### src/hw/rtl/lmbc_pkg.sv
// ----------------------------------------------------------------------------
// lmbc_pkg
// shared types and codes for the pixel driver with blink and crossfade modes
// ----------------------------------------------------------------------------
package lmbc_pkg;

	localparam int unsigned TICK_COUNTER_BITS_DEF = 16;
	localparam int unsigned INTERVAL_BITS = 16;
	localparam int unsigned CFG_INDEX_BITS = 3;
	localparam int unsigned CFG_DATA_BITS = 16;

	localparam logic [1:0] REQ_TICK = 2'd0;
	localparam logic [1:0] REQ_SET_MODE = 2'd1;
	localparam logic [1:0] REQ_LINK_DROP = 2'd2;

	localparam logic [2:0] MODE_OFF = 3'd0;
	localparam logic [2:0] MODE_SLOW = 3'd1;
	localparam logic [2:0] MODE_FAST = 3'd2;
	localparam logic [2:0] MODE_STEADY = 3'd3;
	localparam logic [2:0] MODE_FADE = 3'd4;

	localparam logic [CFG_INDEX_BITS-1:0] REG_BASE_RED = 3'd0;
	localparam logic [CFG_INDEX_BITS-1:0] REG_BASE_GREEN = 3'd1;
	localparam logic [CFG_INDEX_BITS-1:0] REG_BASE_BLUE = 3'd2;
	localparam logic [CFG_INDEX_BITS-1:0] REG_SLOW_BLINK = 3'd3;
	localparam logic [CFG_INDEX_BITS-1:0] REG_FAST_BLINK = 3'd4;
	localparam logic [CFG_INDEX_BITS-1:0] REG_FADE_STEP = 3'd5;

	localparam logic [7:0] BASE_RED_RST = 8'd255;
	localparam logic [7:0] BASE_GREEN_RST = 8'd0;
	localparam logic [7:0] BASE_BLUE_RST = 8'd0;
	localparam logic [INTERVAL_BITS-1:0] SLOW_BLINK_RST = 16'd1000;
	localparam logic [INTERVAL_BITS-1:0] FAST_BLINK_RST = 16'd500;
	localparam logic [INTERVAL_BITS-1:0] FADE_STEP_RST = 16'd10;

	typedef struct packed {
		logic [1:0] req_type;
		logic [2:0] new_mode;
	} req_t;

	typedef struct packed {
		logic [7:0] pixel_red;
		logic [7:0] pixel_green;
		logic [7:0] pixel_blue;
		logic [2:0] active_mode;
	} rsp_t;

	typedef struct packed {
		logic [7:0] red;
		logic [7:0] green;
		logic [7:0] blue;
	} rgb_t;

	typedef struct packed {
		rgb_t base;
		logic [INTERVAL_BITS-1:0] slow_blink_ticks;
		logic [INTERVAL_BITS-1:0] fast_blink_ticks;
		logic [INTERVAL_BITS-1:0] fade_step_ticks;
	} cfg_t;

endpackage

### src/hw/rtl/led_mode_blink_crossfade.sv
// ----------------------------------------------------------------------------
// led_mode_blink_crossfade
// single rgb pixel driver: off, slow blink, fast blink, steady and crossfade
// ----------------------------------------------------------------------------
// usage
//   req channel: one transaction per tick, set-mode request or link drop;
//   each one yields exactly one rsp transaction with the pixel color and
//   the mode in force after it
//   cfg channel: register writes (base color, blink and fade intervals),
//   always ready; user issues them only while the block is idle, not enforced
//   a request is captured in the request register, its result then in the
//   response register; throughput: one request per cycle while rsp is not
//   stalled, set by the state update between the two registers
//   a stalled rsp holds its transaction; the request register still takes
//   one more item, after which req_ready drops until rsp is taken
//   reset: mode off, counters and fade weight zero, pixel dark, registers
//   at their defaults, both pipeline registers empty
// ----------------------------------------------------------------------------
module led_mode_blink_crossfade #(
	parameter int unsigned TICK_COUNTER_BITS = lmbc_pkg::TICK_COUNTER_BITS_DEF
) (
	input  logic                                  clk,
	input  logic                                  arst_n,
	input  logic                                  req_valid,
	output logic                                  req_ready,
	input  lmbc_pkg::req_t                        req,
	output logic                                  rsp_valid,
	input  logic                                  rsp_ready,
	output lmbc_pkg::rsp_t                        rsp,
	input  logic                                  cfg_valid,
	output logic                                  cfg_ready,
	input  logic [lmbc_pkg::CFG_INDEX_BITS-1:0]   cfg_index,
	input  logic [lmbc_pkg::CFG_DATA_BITS-1:0]    cfg_data
);

	logic            valid_s1;
	lmbc_pkg::req_t  item_s1;
	logic            rsp_valid_q;
	lmbc_pkg::rsp_t  rsp_q;
	lmbc_pkg::cfg_t  cfg_q;
	lmbc_pkg::rsp_t  result;
	logic            step;

	assign step = valid_s1 && (!rsp_valid_q || rsp_ready);
	assign req_ready = !valid_s1 || step;
	assign cfg_ready = 1'b1;

	always_ff @(posedge clk or negedge arst_n) begin
		if (!arst_n) begin
			cfg_q.base.red <= lmbc_pkg::BASE_RED_RST;
			cfg_q.base.green <= lmbc_pkg::BASE_GREEN_RST;
			cfg_q.base.blue <= lmbc_pkg::BASE_BLUE_RST;
			cfg_q.slow_blink_ticks <= lmbc_pkg::SLOW_BLINK_RST;
			cfg_q.fast_blink_ticks <= lmbc_pkg::FAST_BLINK_RST;
			cfg_q.fade_step_ticks <= lmbc_pkg::FADE_STEP_RST;
		end else if (cfg_valid) begin
			unique case (cfg_index)
				lmbc_pkg::REG_BASE_RED: cfg_q.base.red <= cfg_data[7:0];
				lmbc_pkg::REG_BASE_GREEN: cfg_q.base.green <= cfg_data[7:0];
				lmbc_pkg::REG_BASE_BLUE: cfg_q.base.blue <= cfg_data[7:0];
				lmbc_pkg::REG_SLOW_BLINK: cfg_q.slow_blink_ticks <= cfg_data;
				lmbc_pkg::REG_FAST_BLINK: cfg_q.fast_blink_ticks <= cfg_data;
				lmbc_pkg::REG_FADE_STEP: cfg_q.fade_step_ticks <= cfg_data;
				default: begin
				end
			endcase
		end
	end

	always_ff @(posedge clk or negedge arst_n) begin
		if (!arst_n) begin
			valid_s1 <= 1'b0;
		end else if (req_ready) begin
			valid_s1 <= req_valid;
		end
	end

	always_ff @(posedge clk) begin
		if (req_ready && req_valid) begin
			item_s1 <= req;
		end
	end

	lmbc_core #(
		.TICK_COUNTER_BITS(TICK_COUNTER_BITS)
	) u_core (
		.clk(clk),
		.arst_n(arst_n),
		.step(step),
		.item(item_s1),
		.cfg(cfg_q),
		.result(result)
	);

	always_ff @(posedge clk or negedge arst_n) begin
		if (!arst_n) begin
			rsp_valid_q <= 1'b0;
		end else if (step) begin
			rsp_valid_q <= 1'b1;
		end else if (rsp_ready) begin
			rsp_valid_q <= 1'b0;
		end
	end

	always_ff @(posedge clk) begin
		if (step) begin
			rsp_q <= result;
		end
	end

	assign rsp_valid = rsp_valid_q;
	assign rsp = rsp_q;

endmodule

### src/hw/rtl/lmbc_mix.sv
// ----------------------------------------------------------------------------
// lmbc_mix
// one color channel blended with its complement: (c*(255-w)+(255-c)*w)/255
// ----------------------------------------------------------------------------
module lmbc_mix (
	input  logic [7:0] chan,
	input  logic [7:0] weight,
	output logic [7:0] mixed
);

	logic [15:0] prod_a;
	logic [15:0] prod_b;
	logic [15:0] sum;
	logic [16:0] div_acc;

	assign prod_a = 16'(chan) * 16'(8'hFF - weight);
	assign prod_b = 16'(8'hFF - chan) * 16'(weight);
	assign sum = prod_a + prod_b;
	// divide by 255, exact for dividends up to 255*255
	assign div_acc = 17'(sum) + 17'(sum[15:8]) + 17'd1;
	assign mixed = div_acc[15:8];

endmodule

### src/hw/rtl/lmbc_core.sv
// ----------------------------------------------------------------------------
// lmbc_core
// display state: mode, tick counters, fade weight and pixel, one update per transaction
// ----------------------------------------------------------------------------
module lmbc_core #(
	parameter int unsigned TICK_COUNTER_BITS = lmbc_pkg::TICK_COUNTER_BITS_DEF
) (
	input  logic            clk,
	input  logic            arst_n,
	input  logic            step,
	input  lmbc_pkg::req_t  item,
	input  lmbc_pkg::cfg_t  cfg,
	output lmbc_pkg::rsp_t  result
);

	localparam int unsigned CW = TICK_COUNTER_BITS;
	localparam int unsigned CMP_W =
		(TICK_COUNTER_BITS > lmbc_pkg::INTERVAL_BITS) ? TICK_COUNTER_BITS
		: lmbc_pkg::INTERVAL_BITS;

	logic [2:0]          mode_q, mode_d;
	logic [CW-1:0]       blink_q, blink_d, blink_inc;
	logic [CW-1:0]       fade_q, fade_d, fade_inc;
	logic [7:0]          weight_q, weight_d;
	lmbc_pkg::rgb_t      pix_q, pix_d, mixed;
	logic [lmbc_pkg::INTERVAL_BITS-1:0] blink_ivl;
	logic                blink_hit, fade_hit, pix_is_base;

	assign blink_inc = (blink_q == '1) ? blink_q : blink_q + CW'(1);
	assign fade_inc = (fade_q == '1) ? fade_q : fade_q + CW'(1);
	assign blink_ivl = (mode_q == lmbc_pkg::MODE_SLOW) ? cfg.slow_blink_ticks
		: cfg.fast_blink_ticks;
	assign blink_hit = CMP_W'(blink_inc) >= CMP_W'(blink_ivl);
	assign fade_hit = CMP_W'(fade_inc) >= CMP_W'(cfg.fade_step_ticks);
	assign pix_is_base = (pix_q == cfg.base);

	lmbc_mix u_mix_red (.chan(cfg.base.red), .weight(weight_q), .mixed(mixed.red));
	lmbc_mix u_mix_green (.chan(cfg.base.green), .weight(weight_q), .mixed(mixed.green));
	lmbc_mix u_mix_blue (.chan(cfg.base.blue), .weight(weight_q), .mixed(mixed.blue));

	always_comb begin
		mode_d = mode_q;
		blink_d = blink_q;
		fade_d = fade_q;
		weight_d = weight_q;
		pix_d = pix_q;
		case (item.req_type)
			lmbc_pkg::REQ_TICK: begin
				blink_d = blink_inc;
				fade_d = fade_inc;
				case (mode_q) inside
					lmbc_pkg::MODE_SLOW, lmbc_pkg::MODE_FAST: begin
						if (blink_hit) begin
							blink_d = '0;
							pix_d = pix_is_base ? '0 : cfg.base;
						end
					end
					lmbc_pkg::MODE_STEADY: begin
						pix_d = cfg.base;
					end
					lmbc_pkg::MODE_FADE: begin
						if (fade_hit) begin
							fade_d = '0;
							pix_d = mixed;
							weight_d = weight_q + 8'd1;
						end
					end
					default: begin
						pix_d = '0;
					end
				endcase
			end
			lmbc_pkg::REQ_SET_MODE: begin
				if (item.new_mode <= lmbc_pkg::MODE_FADE) begin
					mode_d = item.new_mode;
				end
				blink_d = '0;
			end
			lmbc_pkg::REQ_LINK_DROP: begin
				mode_d = lmbc_pkg::MODE_OFF;
			end
			default: begin
			end
		endcase
	end

	always_ff @(posedge clk or negedge arst_n) begin
		if (!arst_n) begin
			mode_q <= lmbc_pkg::MODE_OFF;
			blink_q <= '0;
			fade_q <= '0;
			weight_q <= '0;
			pix_q <= '0;
		end else if (step) begin
			mode_q <= mode_d;
			blink_q <= blink_d;
			fade_q <= fade_d;
			weight_q <= weight_d;
			pix_q <= pix_d;
		end
	end

	assign result.pixel_red = pix_d.red;
	assign result.pixel_green = pix_d.green;
	assign result.pixel_blue = pix_d.blue;
	assign result.active_mode = mode_d;

endmodule

### config.mk
export PLATFORM = sky130hd
export DESIGN_NAME = led_mode_blink_crossfade
export DESIGN_NICKNAME = d
export VERILOG_FILES = /design/src/hw/rtl/lmbc_pkg.sv /design/src/hw/rtl/led_mode_blink_crossfade.sv /design/src/hw/rtl/lmbc_mix.sv /design/src/hw/rtl/lmbc_core.sv
export SDC_FILE = /design/constraint.sdc
export NUM_CORES = 1
export LEC_CHECK = 0
export BUFFER_PORTS_ARGS = -buffer_cell sky130_fd_sc_hd__buf_4
export CAP_MARGIN = 20
export CORE_MARGIN = 2
export CORE_UTILIZATION = 55
export CTS_BUF_LIST = sky130_fd_sc_hd__clkbuf_8
export DETAILED_ROUTE_END_ITERATION = 12
export PLACE_DENSITY = 0.71
export SYNTH_ARGS = -nofsm -noshare
export SYNTH_HDL_FRONTEND = slang
export SYNTH_SLANG_ARGS = --single-unit
### constraint.sdc
create_clock -name clk -period 20.2 [get_ports clk]
set_clock_uncertainty 0.15 [all_clocks]
set_input_delay 2.02 -clock clk [delete_from_list [all_inputs] [get_ports clk]]
set_output_delay 2.02 -clock clk [all_outputs]
set_load 0.02 [all_outputs]
-- Word-level counts from Yosys, hierarchy flattened
Index checks and enable logic that the tools add are counted.
- flip-flop bits (word level): 173
- input port bits: 29
- output and inout bits: 30
- logic and storage cells: 103
- $add $sub $neg: 16
- multipliers: 6
- $lt $le $gt $ge: 3
- equality and inequality tests: 14
- mux-type cells: 21
- bitwise logic cells: 2
- reductions and logical operators: 20
- operators by type and width (kind ; count):
    $mux 24 ; 7
    $mux 16 ; 9
    $add 16x1->16 const B ; 5
    $add 16x16->16 ; 3
    $add 16x8->16 ; 3
    $mul 8x16->16 ; 3
    $mul 9x9->16 ; 3
    $sub 8x8->9 const A ; 4
    $eq 16x16->1 const B ; 2
    $ge 16x16->1 ; 2
    $pmux 16 s2 ; 1
    $eq 24x24->1 ; 1
    $reduce_and 2->1 ; 8
    $eq 3x2->1 const B ; 4
    $eq 3x3->1 const B ; 3
    $add 8x1->8 const B ; 1
    $eq 3x1->1 const B ; 2
    $pmux 3 s2 ; 1
    $reduce_and 6->1 ; 1
    $reduce_bool 2->1 ; 2
    $le 3x3->1 const B ; 1
    $logic_not 3->1 ; 1
    $mux 3 ; 1
    $eq 2x1->1 const B ; 1
    8 further kinds ; 13

-- Logic depth before layout (Yosys ltp)
- depth after elaboration: 10
- depth in mapped cells: 32
- gate-level depth less buffers: 30

-- Hierarchy
Synthesis repeated with hierarchy kept, for this count alone.
- cells, all modules: 2562
- area total of the unflattened synthesis: 24900.1 um^2
- modules (own cells, without submodules) (module ; instances ; cells an instance ; area an instance (um^2) ; seq. area each (um^2)):
    lmbc_core ; 1 ; 579 ; 5383.9 ; 1676.6
    lmbc_mix at u_core.u_mix_blue ; 1 ; 621 ; 5347.6 ; 0.0
    lmbc_mix at u_core.u_mix_red ; 1 ; 577 ; 5134.9 ; 0.0
    lmbc_mix at u_core.u_mix_green ; 1 ; 586 ; 5131.2 ; 0.0
    led_mode_blink_crossfade ; 1 ; 199 ; 3902.5 ; 2840.2

-- Worst setup path before layout
No wires, ideal clock.
- kind: register -> register
- start point: register cfg_q[70] in the netlist's numbering
- end point: register u_core.pix_q[23] in the netlist's numbering
- setup time: 72 ps
- arrival: 7537 ps
- required time: 19978 ps
- path slack: 12442 ps
- stages on the path, launching flop included: 30
- buffers on the path: 3
- clock period less this slack: 7758 ps
- cell sequence: dfstp_2 > clkbuf_1 > clkbuf_1 > nor2b_1 > fa_1 > inv_1 > fa_1 > fa_1 > inv_1 > fa_1 > fa_1 > inv_1 > fa_1 > inv_1 > ha_1 > buf_2 > a21o_1 > a21oi_1 > inv_1 > o21a_1 > o311ai_1 > o311ai_4 > ha_1 > o21ai_0 > a31o_1 > o211ai_1 > o221ai_1 > or4b_4 > mux2_1 > nor2_1
- cells in the longest elaborated chain, start to end: 10
- elaborated cells on any way between the ends: 14
- classes of those cells: 4 x add/sub; 2 x mul; 1 x eq/ne; 7 x mux
- ends and longest elaborated chain (element ; RTL line ; RTL):
    start: declaration ; led_mode_blink_crossfade.sv:40 ; lmbc_pkg::cfg_t cfg_q;
    $sub 8x8->9 ; lmbc_mix.sv:17 ; assign prod_b = 16'(8'hFF - chan) * 16'(weight);
    $mul 9x9->16 ; lmbc_mix.sv:17 ;
    $add 16x16->16 ; lmbc_mix.sv:18 ; assign sum = prod_a + prod_b;
    $add 16x8->16 ; lmbc_mix.sv:20 ; assign div_acc = 17'(sum) + 17'(sum[15:8]) + 17'd1;
    $add 16x1->16 ; lmbc_mix.sv:20 ;
    $mux 24 ; lmbc_core.sv:62 ; if (fade_hit) begin
    $mux 24 (2 in series) ; lmbc_core.sv:51 ; case (mode_q) inside
    $mux 24 * ; lmbc_core.sv:51 ;
    $mux 24 * ; lmbc_core.sv:47 ; case (item.req_type)
    end signal: assignment ; lmbc_core.sv:99 ; pix_q <= pix_d;
    end: declaration ; lmbc_core.sv:25 ; lmbc_pkg::rgb_t pix_q, pix_d, mixed;
Mark *: on every way between the ends. The rest lies on a longest branch, timed or not.
A chain may end at the register's enable or synchronous reset.

==> impl_metrics.env <==
export IMPL_outcome="complete, no violations"
export IMPL_drive_gt1_frac=0.08688
export IMPL_gr_total_overflow=0
export IMPL_crit_arrival_ns=8.86
export IMPL_cts_root_buf="clkbuf_8"
export IMPL_layout_common_cells="inv_1, fa_1, ha_1, nand2b_1, nor2b_1"
export IMPL_cts_hold_buf=0
export IMPL_endpoint_kind="flop"
export IMPL_dieArea_um2=47150
export IMPL_synth_cell_type_count=84
export IMPL_viasPerCell=5.762
export IMPL_vias=19050
export IMPL_worst_slew_pin_slew_ns=1.099
export IMPL_gp_congestion=0.9043
export IMPL_fin_util=0.5818
export IMPL_r2r_cells=28
export IMPL_cts_htree_levels=4
export IMPL_antenna_left=0
export IMPL_whs_path_depth=1
export IMPL_worstHoldEndpoint="rsp_valid"
export IMPL_post_synth_inst_count=2723
export IMPL_clock_latency_ns=0.50
export IMPL_dp_hpwl_mm=47.19
export IMPL_placed_area_um2=25880
export IMPL_core_um2=45090
export IMPL_max_freq_ghz=0.1151
export IMPL_min_period_ns=8.685
export IMPL_post_cts_buffers=0
export IMPL_hold_start="valid_s1"
export IMPL_async_flop_share=0.8150
export IMPL_final_cell_area_um2=26230
export IMPL_drc=0
export IMPL_hold_class="reg -> reg"
export IMPL_path_clk_slew_ns=0.10
export IMPL_cts_sinks=173
export IMPL_cts_resized=0
export IMPL_timing_final_hold_violations=0
export IMPL_reg2reg_slack_ns=11.52
export IMPL_final_period_utilization=0.4299
export IMPL_area_delta_synth_final_pct=4.998
export IMPL_die_height_um=217.1
export IMPL_synth_main_ff_cell="dfrtp_1"
export IMPL_drt_pass1_iter_count=5
export IMPL_start_util=0.5541
export IMPL_grt_pass1_wl_mm=102.7
export IMPL_antenna_found_initial=0
export IMPL_path_class="reg -> reg"
export IMPL_setup_viol=0
export IMPL_cts_buffers=17
export IMPL_rsz0062_at_grt="false"
export IMPL_reg2reg_from="u_core.weight_q[2]"
export IMPL_finalSetupTns_ns=0
export IMPL_grt_pass1_vias=19804
export IMPL_worstPathRequired_ns=20.38
export IMPL_cpMaxStageDelayCell="dfrtp_1"
export IMPL_clockBufferDepth=2
export IMPL_yosys_register_bits=173
export IMPL_reg2reg_to="rsp[8]"
export IMPL_slew_violations=0
export IMPL_syn_num_nets=3302
export IMPL_synth_edf_count=32
export IMPL_die_x_um=217.1
export IMPL_final_common_cell="inv_1"
export IMPL_portBuffers=57
export IMPL_yosys_warnings=0
export IMPL_io_pins=59
export IMPL_cp_max_fo=35
export IMPL_ys_seq_area_frac=0.1808
export IMPL_syn_area_per_cell_um2=9.175
export IMPL_layout_nets=3271
export IMPL_syn_area_um2=24980
export IMPL_critPathTopFamily="adder cells"
export IMPL_critPathBufInv=7
export IMPL_slowest_delay_ns=0.81
export IMPL_start_kind="flop"
export IMPL_maxCapViolCount=0
export IMPL_track_usage=0.2739
export IMPL_drt_iter0_markers=1198
export IMPL_wl_mm=61.94
export IMPL_cts_tree="yes"
export IMPL_slew_headroom=0.2673
export IMPL_grt_max_degree=83
export IMPL_post_drt_wl_per_cell_um=18.73
export IMPL_num_rows=78
-- worst max-delay path by stage --
| stage | from | endpoint | slack, ns | cells past startpoint |
|---|---|---|---|---|
| floorplan | cfg_q[70] | u_core.pix_q[23] | 12.44 | 29 |
| global placement | u_core.weight_q[2] | rsp[15] | 11.79 | 28 |
| detailed placement | u_core.weight_q[2] | rsp[8] | 11.68 | 28 |
| CTS | u_core.weight_q[2] | rsp[8] | 11.61 | 28 |
| global route | u_core.weight_q[2] | rsp[8] | 11.01 | 28 |
| finish | u_core.weight_q[2] | rsp[8] | 11.52 | 28 |
-- per-layer routing --
metal,wire length [um],vias up,part of all wire,global-route usage
li1,-,8847,-,-
met4,1936,0,0.031,0.08950
met3,3344,117,0.054,0.03913
met5,0,-,0,0
met2,29660,568,0.48,0.4613
met1,27000,9518,0.44,0.3647
-- synth_stat cells, types with 12 or more instances --
| master | count | area (um^2) |
|---|---|---|
| a2111oi_0 | 15 | 131.4 |
| a211oi_1 | 20 | 150.1 |
| a21o_1 | 26 | 195.2 |
| a21oi_1 | 74 | 370.4 |
| a221oi_1 | 12 | 105.1 |
| a22o_1 | 13 | 113.9 |
| a31oi_1 | 19 | 118.9 |
| and2_1 | 15 | 93.84 |
| and3_1 | 16 | 100.1 |
| clkbuf_1 | 127 | 476.7 |
| dfrtp_1 | 119 | 2978 |
| dfstp_2 | 22 | 578.1 |
| edfxtp_1 | 32 | 960.9 |
| fa_1 | 285 | 5705 |
| ha_1 | 265 | 3316 |
| inv_1 | 462 | 1734 |
| mux2_2 | 78 | 878.3 |
| mux2i_1 | 26 | 260.3 |
| nand2_1 | 123 | 461.7 |
| nand2b_1 | 219 | 1370 |
| nand3_1 | 57 | 285.3 |
| nand4_1 | 18 | 112.6 |
| nor2_1 | 111 | 416.7 |
| nor2b_1 | 177 | 1107 |
| nor3_1 | 30 | 150.1 |
| o211ai_1 | 12 | 90.09 |
| o21a_1 | 12 | 90.09 |
| o21ai_0 | 59 | 295.3 |
| o21ai_1 | 12 | 60.06 |
| o31ai_1 | 12 | 90.09 |
| xnor2_1 | 79 | 691.9 |
| xor2_1 | 23 | 201.4 |
-- cell families after synthesis --
kind of cell    synth area share
simple gates              0.1803
buf+inv                  0.08974
fa+ha+maj                 0.3611
compound gates            0.1043
flops                     0.1808
mux                      0.04602
xor+xnor                 0.03756
other cells            0.0001501
-- area by class of cell --
cell class	count	area [um^2]
Antenna cell	1	2.502
Multi-Input combinational cell	1954	18260
Sequential cell	173	4517
Tap cell	600	750.7
Inverter	464	1742
Clock inverter	14	92.59
Timing Repair Buffer	82	619.3
Clock buffer	18	247.7
Fill cell	4012	18860
-- sequential cells by signal (all words and copies together), names as in the netlist --
name             flops
valid_s1             1
rsp_valid            1
item_s1              5
u_core.pix_q        24
cfg_q               72
u_core.weight_q      8
u_core.mode_q        3
u_core.blink_q      16
rsp                 27
u_core.fade_q       16
-- stage by stage --
step / hold slack (ns) / setup WS (ns) / instances
CTS: 0.3476 / 11.61 / 3304
floorplan: 0.3069 / 12.44 / 2723
finish: 0.3407 / 11.52 / 3306
global placement: 0.3261 / 11.79 / 3272
global route: 0.3682 / 11.01 / 3305
detailed placement: 0.3291 / 11.68 / 3272
Power is not shown: default switching activity piles up to over one toggle a cycle in this logic, so the estimate is an artifact.
